$ cat config.mk
export PLATFORM = sky130hd
export DESIGN_NAME = lifo_stack_with_value_purge
export DESIGN_NICKNAME = d
export VERILOG_FILES = /design/src/design/lsvp_pkg.sv /design/src/design/lsvp_ram.sv /design/src/design/lsvp_ctrl.sv /design/src/design/lsvp_datapath.sv /design/src/design/lifo_stack_with_value_purge.sv
export SDC_FILE = /design/constraint.sdc
export NUM_CORES = 2
export LEC_CHECK = 0
export BUFFER_PORTS_ARGS = -buffer_cell sky130_fd_sc_hd__buf_2
export CORE_MARGIN = 3
export CORE_UTILIZATION = 55
export CTS_CLUSTER_DIAMETER = 120
export DETAILED_ROUTE_END_ITERATION = 10
export GPL_ROUTABILITY_DRIVEN = 0
export PLACE_DENSITY = 0.72
export SLEW_MARGIN = 20
export SYNTH_ARGS = -nofsm -noshare
export SYNTH_HDL_FRONTEND = slang
export SYNTH_SLANG_ARGS = --single-unit
$ cat constraint.sdc
create_clock -name clk -period 5.6 [get_ports clk]
set_clock_uncertainty 0.1 [all_clocks]
set_input_delay 0.28 -clock clk [delete_from_list [all_inputs] [get_ports clk]]
set_output_delay 0.28 -clock clk [all_outputs]
set_load 0.02 [all_outputs]
$ cat src/design/lsvp_pkg.sv
// Package for the LIFO stack with value purge.
// Holds the item and result structs, command codes, controller states and
// the controller/datapath interface structs. No dependencies.
`timescale 1ns / 1ps

package lsvp_pkg;

	// Default store depth
	localparam int STACK_DEPTH_DEF = 64;

	// Result field widths fixed by the interface
	localparam int COUNT_FIELD_W = 7;
	localparam int DATA_W        = 32;

	// Command codes
	localparam logic [1:0] CMD_PUSH  = 2'd0;
	localparam logic [1:0] CMD_POP   = 2'd1;
	localparam logic [1:0] CMD_PURGE = 2'd2;

	// Input item
	typedef struct packed {
		logic [1:0]               cmd;
		logic signed [DATA_W-1:0] value;
	} req_t;

	// Result item
	typedef struct packed {
		logic                     ok;
		logic signed [DATA_W-1:0] popped_value;
		logic [COUNT_FIELD_W-1:0] removed_count;
		logic                     top_valid;
		logic signed [DATA_W-1:0] top_value;
		logic [COUNT_FIELD_W-1:0] depth;
	} rsp_t;

	// Controller states
	typedef enum logic [2:0] {
		ST_IDLE,
		ST_PUSH,
		ST_POP,
		ST_POP_LOAD,
		ST_PURGE_INIT,
		ST_PURGE_SCAN,
		ST_DONE
	} state_t;

	// Controller to datapath commands
	typedef struct packed {
		logic latch;       // capture item, clear per-item result fields
		logic push;
		logic pop;
		logic pop_load;    // load new top from store read
		logic purge_init;
		logic purge_step;
		logic done;        // present result
	} dp_ctrl_t;

	// Datapath to controller status
	typedef struct packed {
		logic empty;
		logic scan_last;
	} dp_status_t;

endpackage

$ cat src/design/lsvp_ram.sv
// Generic single-write, single-read RAM with registered read data.
// Used for the stack entry store. No dependencies.
`timescale 1ns / 1ps

module lsvp_ram #(
	parameter int WIDTH = 32,
	parameter int DEPTH = 64
) (
	input  logic                     clk,
	input  logic                     wr_en,
	input  logic [$clog2(DEPTH)-1:0] wr_addr,
	input  logic [WIDTH-1:0]         wr_data,
	input  logic [$clog2(DEPTH)-1:0] rd_addr,
	output logic [WIDTH-1:0]         rd_data
);

	logic [WIDTH-1:0] mem_q [DEPTH];

	// Write port
	always_ff @(posedge clk) begin
		if (wr_en) begin
			mem_q[wr_addr] <= wr_data;
		end
	end

	// Registered read port
	always_ff @(posedge clk) begin
		rd_data <= mem_q[rd_addr];
	end

endmodule

$ cat src/design/lsvp_ctrl.sv
// Controller state machine for the LIFO stack with value purge.
// Sequences push, pop and purge on the datapath. Depends on lsvp_pkg.
`timescale 1ns / 1ps

module lsvp_ctrl (
	input  logic                clk,
	input  logic                arst_n,
	input  logic                start,
	input  logic [1:0]          cmd,
	input  lsvp_pkg::dp_status_t status,
	output lsvp_pkg::dp_ctrl_t  ctrl,
	output logic                busy
);

	lsvp_pkg::state_t state_q, state_d;

	// State register
	always_ff @(posedge clk or negedge arst_n) begin
		if (!arst_n) begin
			state_q <= lsvp_pkg::ST_IDLE;
		end else begin
			state_q <= state_d;
		end
	end

	// Next state and datapath commands
	always_comb begin
		state_d = state_q;
		ctrl    = '0;
		case (state_q)
			lsvp_pkg::ST_IDLE: begin
				if (start) begin
					ctrl.latch = 1'b1;
					case (cmd)
						lsvp_pkg::CMD_PUSH:  state_d = lsvp_pkg::ST_PUSH;
						lsvp_pkg::CMD_POP:   state_d = lsvp_pkg::ST_POP;
						lsvp_pkg::CMD_PURGE: state_d = lsvp_pkg::ST_PURGE_INIT;
						default:             state_d = lsvp_pkg::ST_DONE;
					endcase
				end
			end
			lsvp_pkg::ST_PUSH: begin
				ctrl.push = 1'b1;
				state_d   = lsvp_pkg::ST_DONE;
			end
			lsvp_pkg::ST_POP: begin
				ctrl.pop = 1'b1;
				state_d  = status.empty ? lsvp_pkg::ST_DONE : lsvp_pkg::ST_POP_LOAD;
			end
			lsvp_pkg::ST_POP_LOAD: begin
				ctrl.pop_load = 1'b1;
				state_d       = lsvp_pkg::ST_DONE;
			end
			lsvp_pkg::ST_PURGE_INIT: begin
				ctrl.purge_init = 1'b1;
				state_d = status.empty ? lsvp_pkg::ST_DONE : lsvp_pkg::ST_PURGE_SCAN;
			end
			lsvp_pkg::ST_PURGE_SCAN: begin
				ctrl.purge_step = 1'b1;
				if (status.scan_last) begin
					state_d = lsvp_pkg::ST_DONE;
				end
			end
			lsvp_pkg::ST_DONE: begin
				ctrl.done = 1'b1;
				state_d   = lsvp_pkg::ST_IDLE;
			end
			default: begin
				state_d = lsvp_pkg::ST_IDLE;
			end
		endcase
	end

	assign busy = (state_q != lsvp_pkg::ST_IDLE);

endmodule

$ cat src/design/lsvp_datapath.sv
// Datapath for the LIFO stack with value purge: entry count, top register,
// purge scan counters and the entry store. Depends on lsvp_pkg, lsvp_ram.
`timescale 1ns / 1ps

module lsvp_datapath #(
	parameter int STACK_DEPTH = lsvp_pkg::STACK_DEPTH_DEF
) (
	input  logic                 clk,
	input  logic                 arst_n,
	input  lsvp_pkg::req_t       req,
	input  lsvp_pkg::dp_ctrl_t   ctrl,
	output lsvp_pkg::dp_status_t status,
	output lsvp_pkg::rsp_t       rsp
);

	localparam int AW = $clog2(STACK_DEPTH);
	localparam int CW = $clog2(STACK_DEPTH + 1);
	localparam int DW = lsvp_pkg::DATA_W;
	localparam int FW = lsvp_pkg::COUNT_FIELD_W;

	logic [CW-1:0] count_q;
	logic [CW-1:0] chk_q;      // index of the entry whose read data is arriving
	logic [CW-1:0] kept_q;
	logic [CW-1:0] removed_q;
	logic [DW-1:0] value_q;
	logic [DW-1:0] top_q;
	logic [DW-1:0] popped_q;
	logic          ok_q;

	logic          full;
	logic          match;
	logic [CW-1:0] chk_next;
	logic [CW-1:0] pop_rd_idx;
	logic [CW-1:0] kept_next;

	logic          wr_en;
	logic [AW-1:0] wr_addr;
	logic [DW-1:0] wr_data;
	logic [AW-1:0] rd_addr;
	logic [DW-1:0] rd_data;

	logic [CW+FW-1:0] count_ext;
	logic [CW+FW-1:0] removed_ext;

	assign full       = (count_q == CW'(STACK_DEPTH));
	assign match      = (rd_data == value_q);
	assign chk_next   = CW'(chk_q + CW'(1));
	assign pop_rd_idx = CW'(count_q - CW'(2));
	assign kept_next  = match ? kept_q : CW'(kept_q + CW'(1));

	assign status.empty     = (count_q == '0);
	assign status.scan_last = (chk_next == count_q);

	// Store write: push at the top, purge compacts survivors downwards
	always_comb begin
		wr_en   = 1'b0;
		wr_addr = count_q[AW-1:0];
		wr_data = value_q;
		if (ctrl.push && !full) begin
			wr_en = 1'b1;
		end else if (ctrl.purge_step && !match) begin
			wr_en   = 1'b1;
			wr_addr = kept_q[AW-1:0];
			wr_data = rd_data;
		end
	end

	// Store read address: new top on pop, next entry during a purge scan
	always_comb begin
		rd_addr = '0;
		if (ctrl.pop) begin
			rd_addr = pop_rd_idx[AW-1:0];
		end else if (ctrl.purge_step) begin
			rd_addr = chk_next[AW-1:0];
		end
	end

	lsvp_ram #(
		.WIDTH(DW),
		.DEPTH(STACK_DEPTH)
	) u_store (
		.clk    (clk),
		.wr_en  (wr_en),
		.wr_addr(wr_addr),
		.wr_data(wr_data),
		.rd_addr(rd_addr),
		.rd_data(rd_data)
	);

	// Control state: entry count and top register
	always_ff @(posedge clk or negedge arst_n) begin
		if (!arst_n) begin
			count_q <= '0;
			top_q   <= '0;
		end else begin
			if (ctrl.push && !full) begin
				count_q <= CW'(count_q + CW'(1));
				top_q   <= value_q;
			end else if (ctrl.pop && !status.empty) begin
				count_q <= CW'(count_q - CW'(1));
			end else if (ctrl.pop_load) begin
				top_q <= (count_q != '0) ? rd_data : '0;
			end else if (ctrl.purge_init) begin
				top_q <= '0;
			end else if (ctrl.purge_step) begin
				if (!match) begin
					top_q <= rd_data;
				end
				if (status.scan_last) begin
					count_q <= kept_next;
				end
			end
		end
	end

	// Per-item result fields and scan counters
	always_ff @(posedge clk) begin
		if (ctrl.latch) begin
			value_q   <= req.value;
			ok_q      <= 1'b0;
			popped_q  <= '0;
			removed_q <= '0;
		end
		if (ctrl.push) begin
			ok_q <= !full;
		end
		if (ctrl.pop && !status.empty) begin
			ok_q     <= 1'b1;
			popped_q <= top_q;
		end
		if (ctrl.purge_init) begin
			ok_q   <= 1'b1;
			chk_q  <= '0;
			kept_q <= '0;
		end
		if (ctrl.purge_step) begin
			chk_q  <= chk_next;
			kept_q <= kept_next;
			if (match) begin
				removed_q <= CW'(removed_q + CW'(1));
			end
		end
	end

	// Result: counts masked to the field width
	assign count_ext   = {{FW{1'b0}}, count_q};
	assign removed_ext = {{FW{1'b0}}, removed_q};

	assign rsp.ok            = ok_q;
	assign rsp.popped_value  = popped_q;
	assign rsp.removed_count = removed_ext[FW-1:0];
	assign rsp.top_valid     = (count_q != '0);
	assign rsp.top_value     = top_q;
	assign rsp.depth         = count_ext[FW-1:0];

endmodule

$ cat src/design/lifo_stack_with_value_purge.sv
// Top level of the LIFO stack with value purge.
// Joins the controller (lsvp_ctrl) and the datapath (lsvp_datapath).
// Depends on lsvp_pkg.
//
// Usage:
//   Command channel: req (cmd, value) is transferred at a rising edge with
//   start high and busy low. cmd selects push, pop or purge-by-value; other
//   codes leave the stack alone and report ok low.
//   Result channel: rsp is valid for exactly one cycle while done is high;
//   the receiver cannot stall it and must take it in that cycle.
//   busy stays high from the transfer until the cycle after done.
// Sequence (states from the transfer to the cycle done is high):
//   push PUSH, DONE; pop POP, POP_LOAD, DONE (POP, DONE when empty);
//   unused code DONE; purge PURGE_INIT, then PURGE_SCAN for each of the N
//   entries held before the purge, then DONE (PURGE_INIT, DONE when empty).
//   A new command may be transferred the cycle after done. The scan reads one
//   store entry per cycle through the single read port of the entry RAM.
// Reset: arst_n low empties the stack; store contents are not cleared, and
//   no clearing pass is needed, so commands are taken right after reset.
`timescale 1ns / 1ps

module lifo_stack_with_value_purge #(
	parameter int STACK_DEPTH = lsvp_pkg::STACK_DEPTH_DEF
) (
	input  logic           clk,
	input  logic           arst_n,
	input  logic           start,
	input  lsvp_pkg::req_t req,
	output logic           busy,
	output logic           done,
	output lsvp_pkg::rsp_t rsp
);

	lsvp_pkg::dp_ctrl_t   ctrl;
	lsvp_pkg::dp_status_t status;

	lsvp_ctrl u_ctrl (
		.clk   (clk),
		.arst_n(arst_n),
		.start (start),
		.cmd   (req.cmd),
		.status(status),
		.ctrl  (ctrl),
		.busy  (busy)
	);

	lsvp_datapath #(
		.STACK_DEPTH(STACK_DEPTH)
	) u_datapath (
		.clk   (clk),
		.arst_n(arst_n),
		.req   (req),
		.ctrl  (ctrl),
		.status(status),
		.rsp   (rsp)
	);

	assign done = ctrl.done;

endmodule

==> metrics <==
status finished clean; initial antenna violation count 19; dpl ws 970 ps; die area 0.167 sq mm; Required @ worst endpoint 6280 ps; Top FF cell, synth edfxtp_1; global route overflow 0; largest net degree at the start of global routing 127; Vias/cell 6.67; initial DRC count 9294; Synth Net Count 6141; Num CTS Buffers 210; post-synthesis cell type count 88; port buffer count 118; HP Class in -> async; Max-slew headroom 18.2%; Worst Tran Pin Value 1230 ps; Leak 35.0 nW; Post-Syn Area 0.0891 sq mm; Worst Setup Path Type reg -> reg; Final Hold Fails 0; FMAX 0.205 GHz; clock insertion delay at the later pin of the skew report 850 ps; top cells by instance count after synthesis edfxtp_1, nand2_1, and3_1; CTS Root Cell clkbuf_16; Finish-stage setup viols 0; Placeable Area 0.161 sq mm; worst path cell trace nand4bb_4 > and2_4 > buf_12 > buf_4 > nand2_1 > a31oi_1 > mux2i_1 > a2111oi_0 > or4_1; GRT Overall Usage 31.2%; Reg clk slew, reported paths 70 ps; Slew Viols, Final 0; pwr/cell area 548 mW/mm^2; share of flip-flops with an asynchronous set or reset 1.90%; # rows 147; synth top area cells edfxtp_1, nand2_1, and3_1; Post-synth EDFFs 2126; I/O pins 119; Mapped Cells 6096; Startpoint Class flop; routed len/inst 30.8 um; leading area contributor after synthesis edfxtp_1; Yosys Warn Count 0; most frequent cell after synthesis edfxtp_1; Initial Utilization 55.4%; CTS tree yes; Final Critical Period 4870 ps; Max-Cap Viols 0; Layout Nets 6342; post-cts resize count 0; CTS Buffer Depth 3; Horiz. Die Dim 409 um; worst ir drop on vdd 0.485 mV; Synth top area share 71.6%; vias in the first global route 54.6k; Final TNS setup 0 ps; slowest CP cell a2111oi_0; Crit path arrival time 5550 ps; post-DP HPWL 152000 um; global-route wire length before repair 380000 um; vias 57.7k; DR DRC count 0; sequential area share after synthesis 73.7%; clk sink count 2208; part of the cycle the worst path needs 86.9%; Mapped Avg Cell Area 14.6 sq um; crit-path max FO 42; P&R area growth vs syn 13.2%; RSZ-0062 raised after global routing no; Vert. Die Dim 409 um; Routed WL 266000 um; Antenna Violating Nets Remaining 0; Final Worst Setup Slack 733 ps; crit-path max cell delay 1010 ps; layout cell share with drive strength beyond 1 14.2%; endpoint type of the worst setup path flop; CTS H-tree depth 4; Synth Register Bits 2208; 1st-pass router iterations 8; postcts setup bufs 0
[path summary, 6_finish.rpt]
path	startpoint	end	slack (ps)	depth (start not counted)
worst max-delay path	u_ctrl.state_q[1]	u_datapath.u_store.rd_data[18]	730	9
worst min-delay path	arst_n	u_ctrl.state_q[2]	30	2
worst max register to register	u_ctrl.state_q[1]	u_datapath.u_store.rd_data[18]	730	9
worst min register to register	u_datapath.removed_q[6]	u_datapath.removed_q[6]	370	1
max in group asynchronous	arst_n	u_datapath.top_q[17]	4770	2
min in group clk	req[6]	u_datapath.value_q[6]	80	2
[cell type report]
cell class,count,area (sq um)
Antenna cell,6,15.0
Clock buffer,275,5680
Clock inverter,119,1020
Fill cell,11300,59900
Inverter,12,45.0
Multi-Input combinational cell,3413,21900
Sequential cell,2208,65700
Tap cell,2160,2700
Timing Repair Buffer,452,3850
[sequential cells by signal, indices dropped and copies added, names as in the netlist]
name                        cells
u_ctrl.state_q                  3
u_datapath.u_store.rd_data     32
u_datapath.chk_q                7
u_datapath.value_q             32
u_datapath.u_store.mem_q     2048
u_datapath.popped_q            32
u_datapath.ok_q                 1
u_datapath.removed_q            7
u_datapath.top_q               32
u_datapath.count_q              7
u_datapath.kept_q               7
[worst max-delay path: cells and delay by family (launching register included)]
family | cells | cell delay (ps)
AO/OA/AOI/OAI | 2 | 1340
buffers and inverters | 2 | 610
flip-flops | 1 | 880
multiplexers | 1 | 180
AND/OR/NAND/NOR | 4 | 1580
[cells in the final DEF (no fill, tap or decap), types with 15 or more instances in the layout]
| cell | n |
|---|---|
| a2111oi_0 | 20 |
| a211oi_1 | 274 |
| a21oi_1 | 85 |
| a22oi_1 | 37 |
| a311o_1 | 15 |
| a311oi_1 | 243 |
| a31oi_1 | 66 |
| and3_1 | 444 |
| buf_12 | 51 |
| buf_2 | 118 |
| buf_4 | 244 |
| bufinv_16 | 15 |
| clkbuf_1 | 53 |
| clkbuf_16 | 215 |
| clkinv_1 | 44 |
| clkinv_2 | 44 |
| dfrtp_1 | 42 |
| dfxtp_1 | 40 |
| dlygate4sd3_1 | 38 |
| edfxtp_1 | 2126 |
| mux2_2 | 34 |
| mux2i_1 | 246 |
| nand2_1 | 1135 |
| nand3_1 | 70 |
| nand4_1 | 39 |
| nor2_1 | 42 |
| nor2_4 | 64 |
| nor3_1 | 27 |
| o21ai_0 | 144 |
| o21ai_1 | 17 |
| o221a_2 | 54 |
| o221ai_1 | 26 |
| o22ai_1 | 18 |
| o311ai_0 | 15 |
| or3_1 | 26 |
| xnor2_1 | 44 |
[per-layer routing]
layer	vias to the layer above	track usage, %	part of all wire, %
met2	4301	46.1	44
met3	645	8.13	14
met4	8	16.4	5.7
li1	24200	-	-
met5	-	0	0.020
met1	28600	43.0	36
[report_power, final]
part	total, mW	leakage (nW)	switching [mW]	internal (mW)
sequential	21.1	20.0	0.601	20.5
clock	13.9	3.28	6.08	7.82
combinational	20.4	11.8	14.2	6.14
[cell families (layout without fill, tap and decap cells)]
kind of cell,count (synthesis),after routing,share of synthesized area (%)
AOI/OAI and AO/OA,1159,1159,9.87
xor gates and xnor gates,52,52,0.585
adders and majority gates,8,8,0.112
buffers and inverters,475,858,2.55
DFF,2208,2208,73.7
muxes,284,284,3.27
other,0,6,0
and+or+nand+nor,1910,1910,9.90
[repair_timing]
action / 4_1_cts / 5_1_grt
hold endpoints to repair: 84 / 0
setup endpoints to repair: 0 / 0
hold buffers: 38 / 0
[metrics by stage]
| stage | hold WS, ps | power, mW | util (%) | cells | area, sq um |
|---|---|---|---|---|---|
| after floorplan | -116 | 33.1 | - | 6096 | 89100 |
| after global placement | 346 | 40.6 | 58.3 | 8205 | 93700 |
| after detailed placement | 356 | 41.0 | 58.3 | 8205 | 93700 |
| after CTS | 6.41 | 54.7 | 62.7 | 8637 | 101000 |
| after global routing | 84.5 | 56.9 | 62.7 | 8639 | 101000 |
| final | 27.3 | 55.3 | 62.7 | 8645 | 101000 |
(Power assumes the default switching activity.)
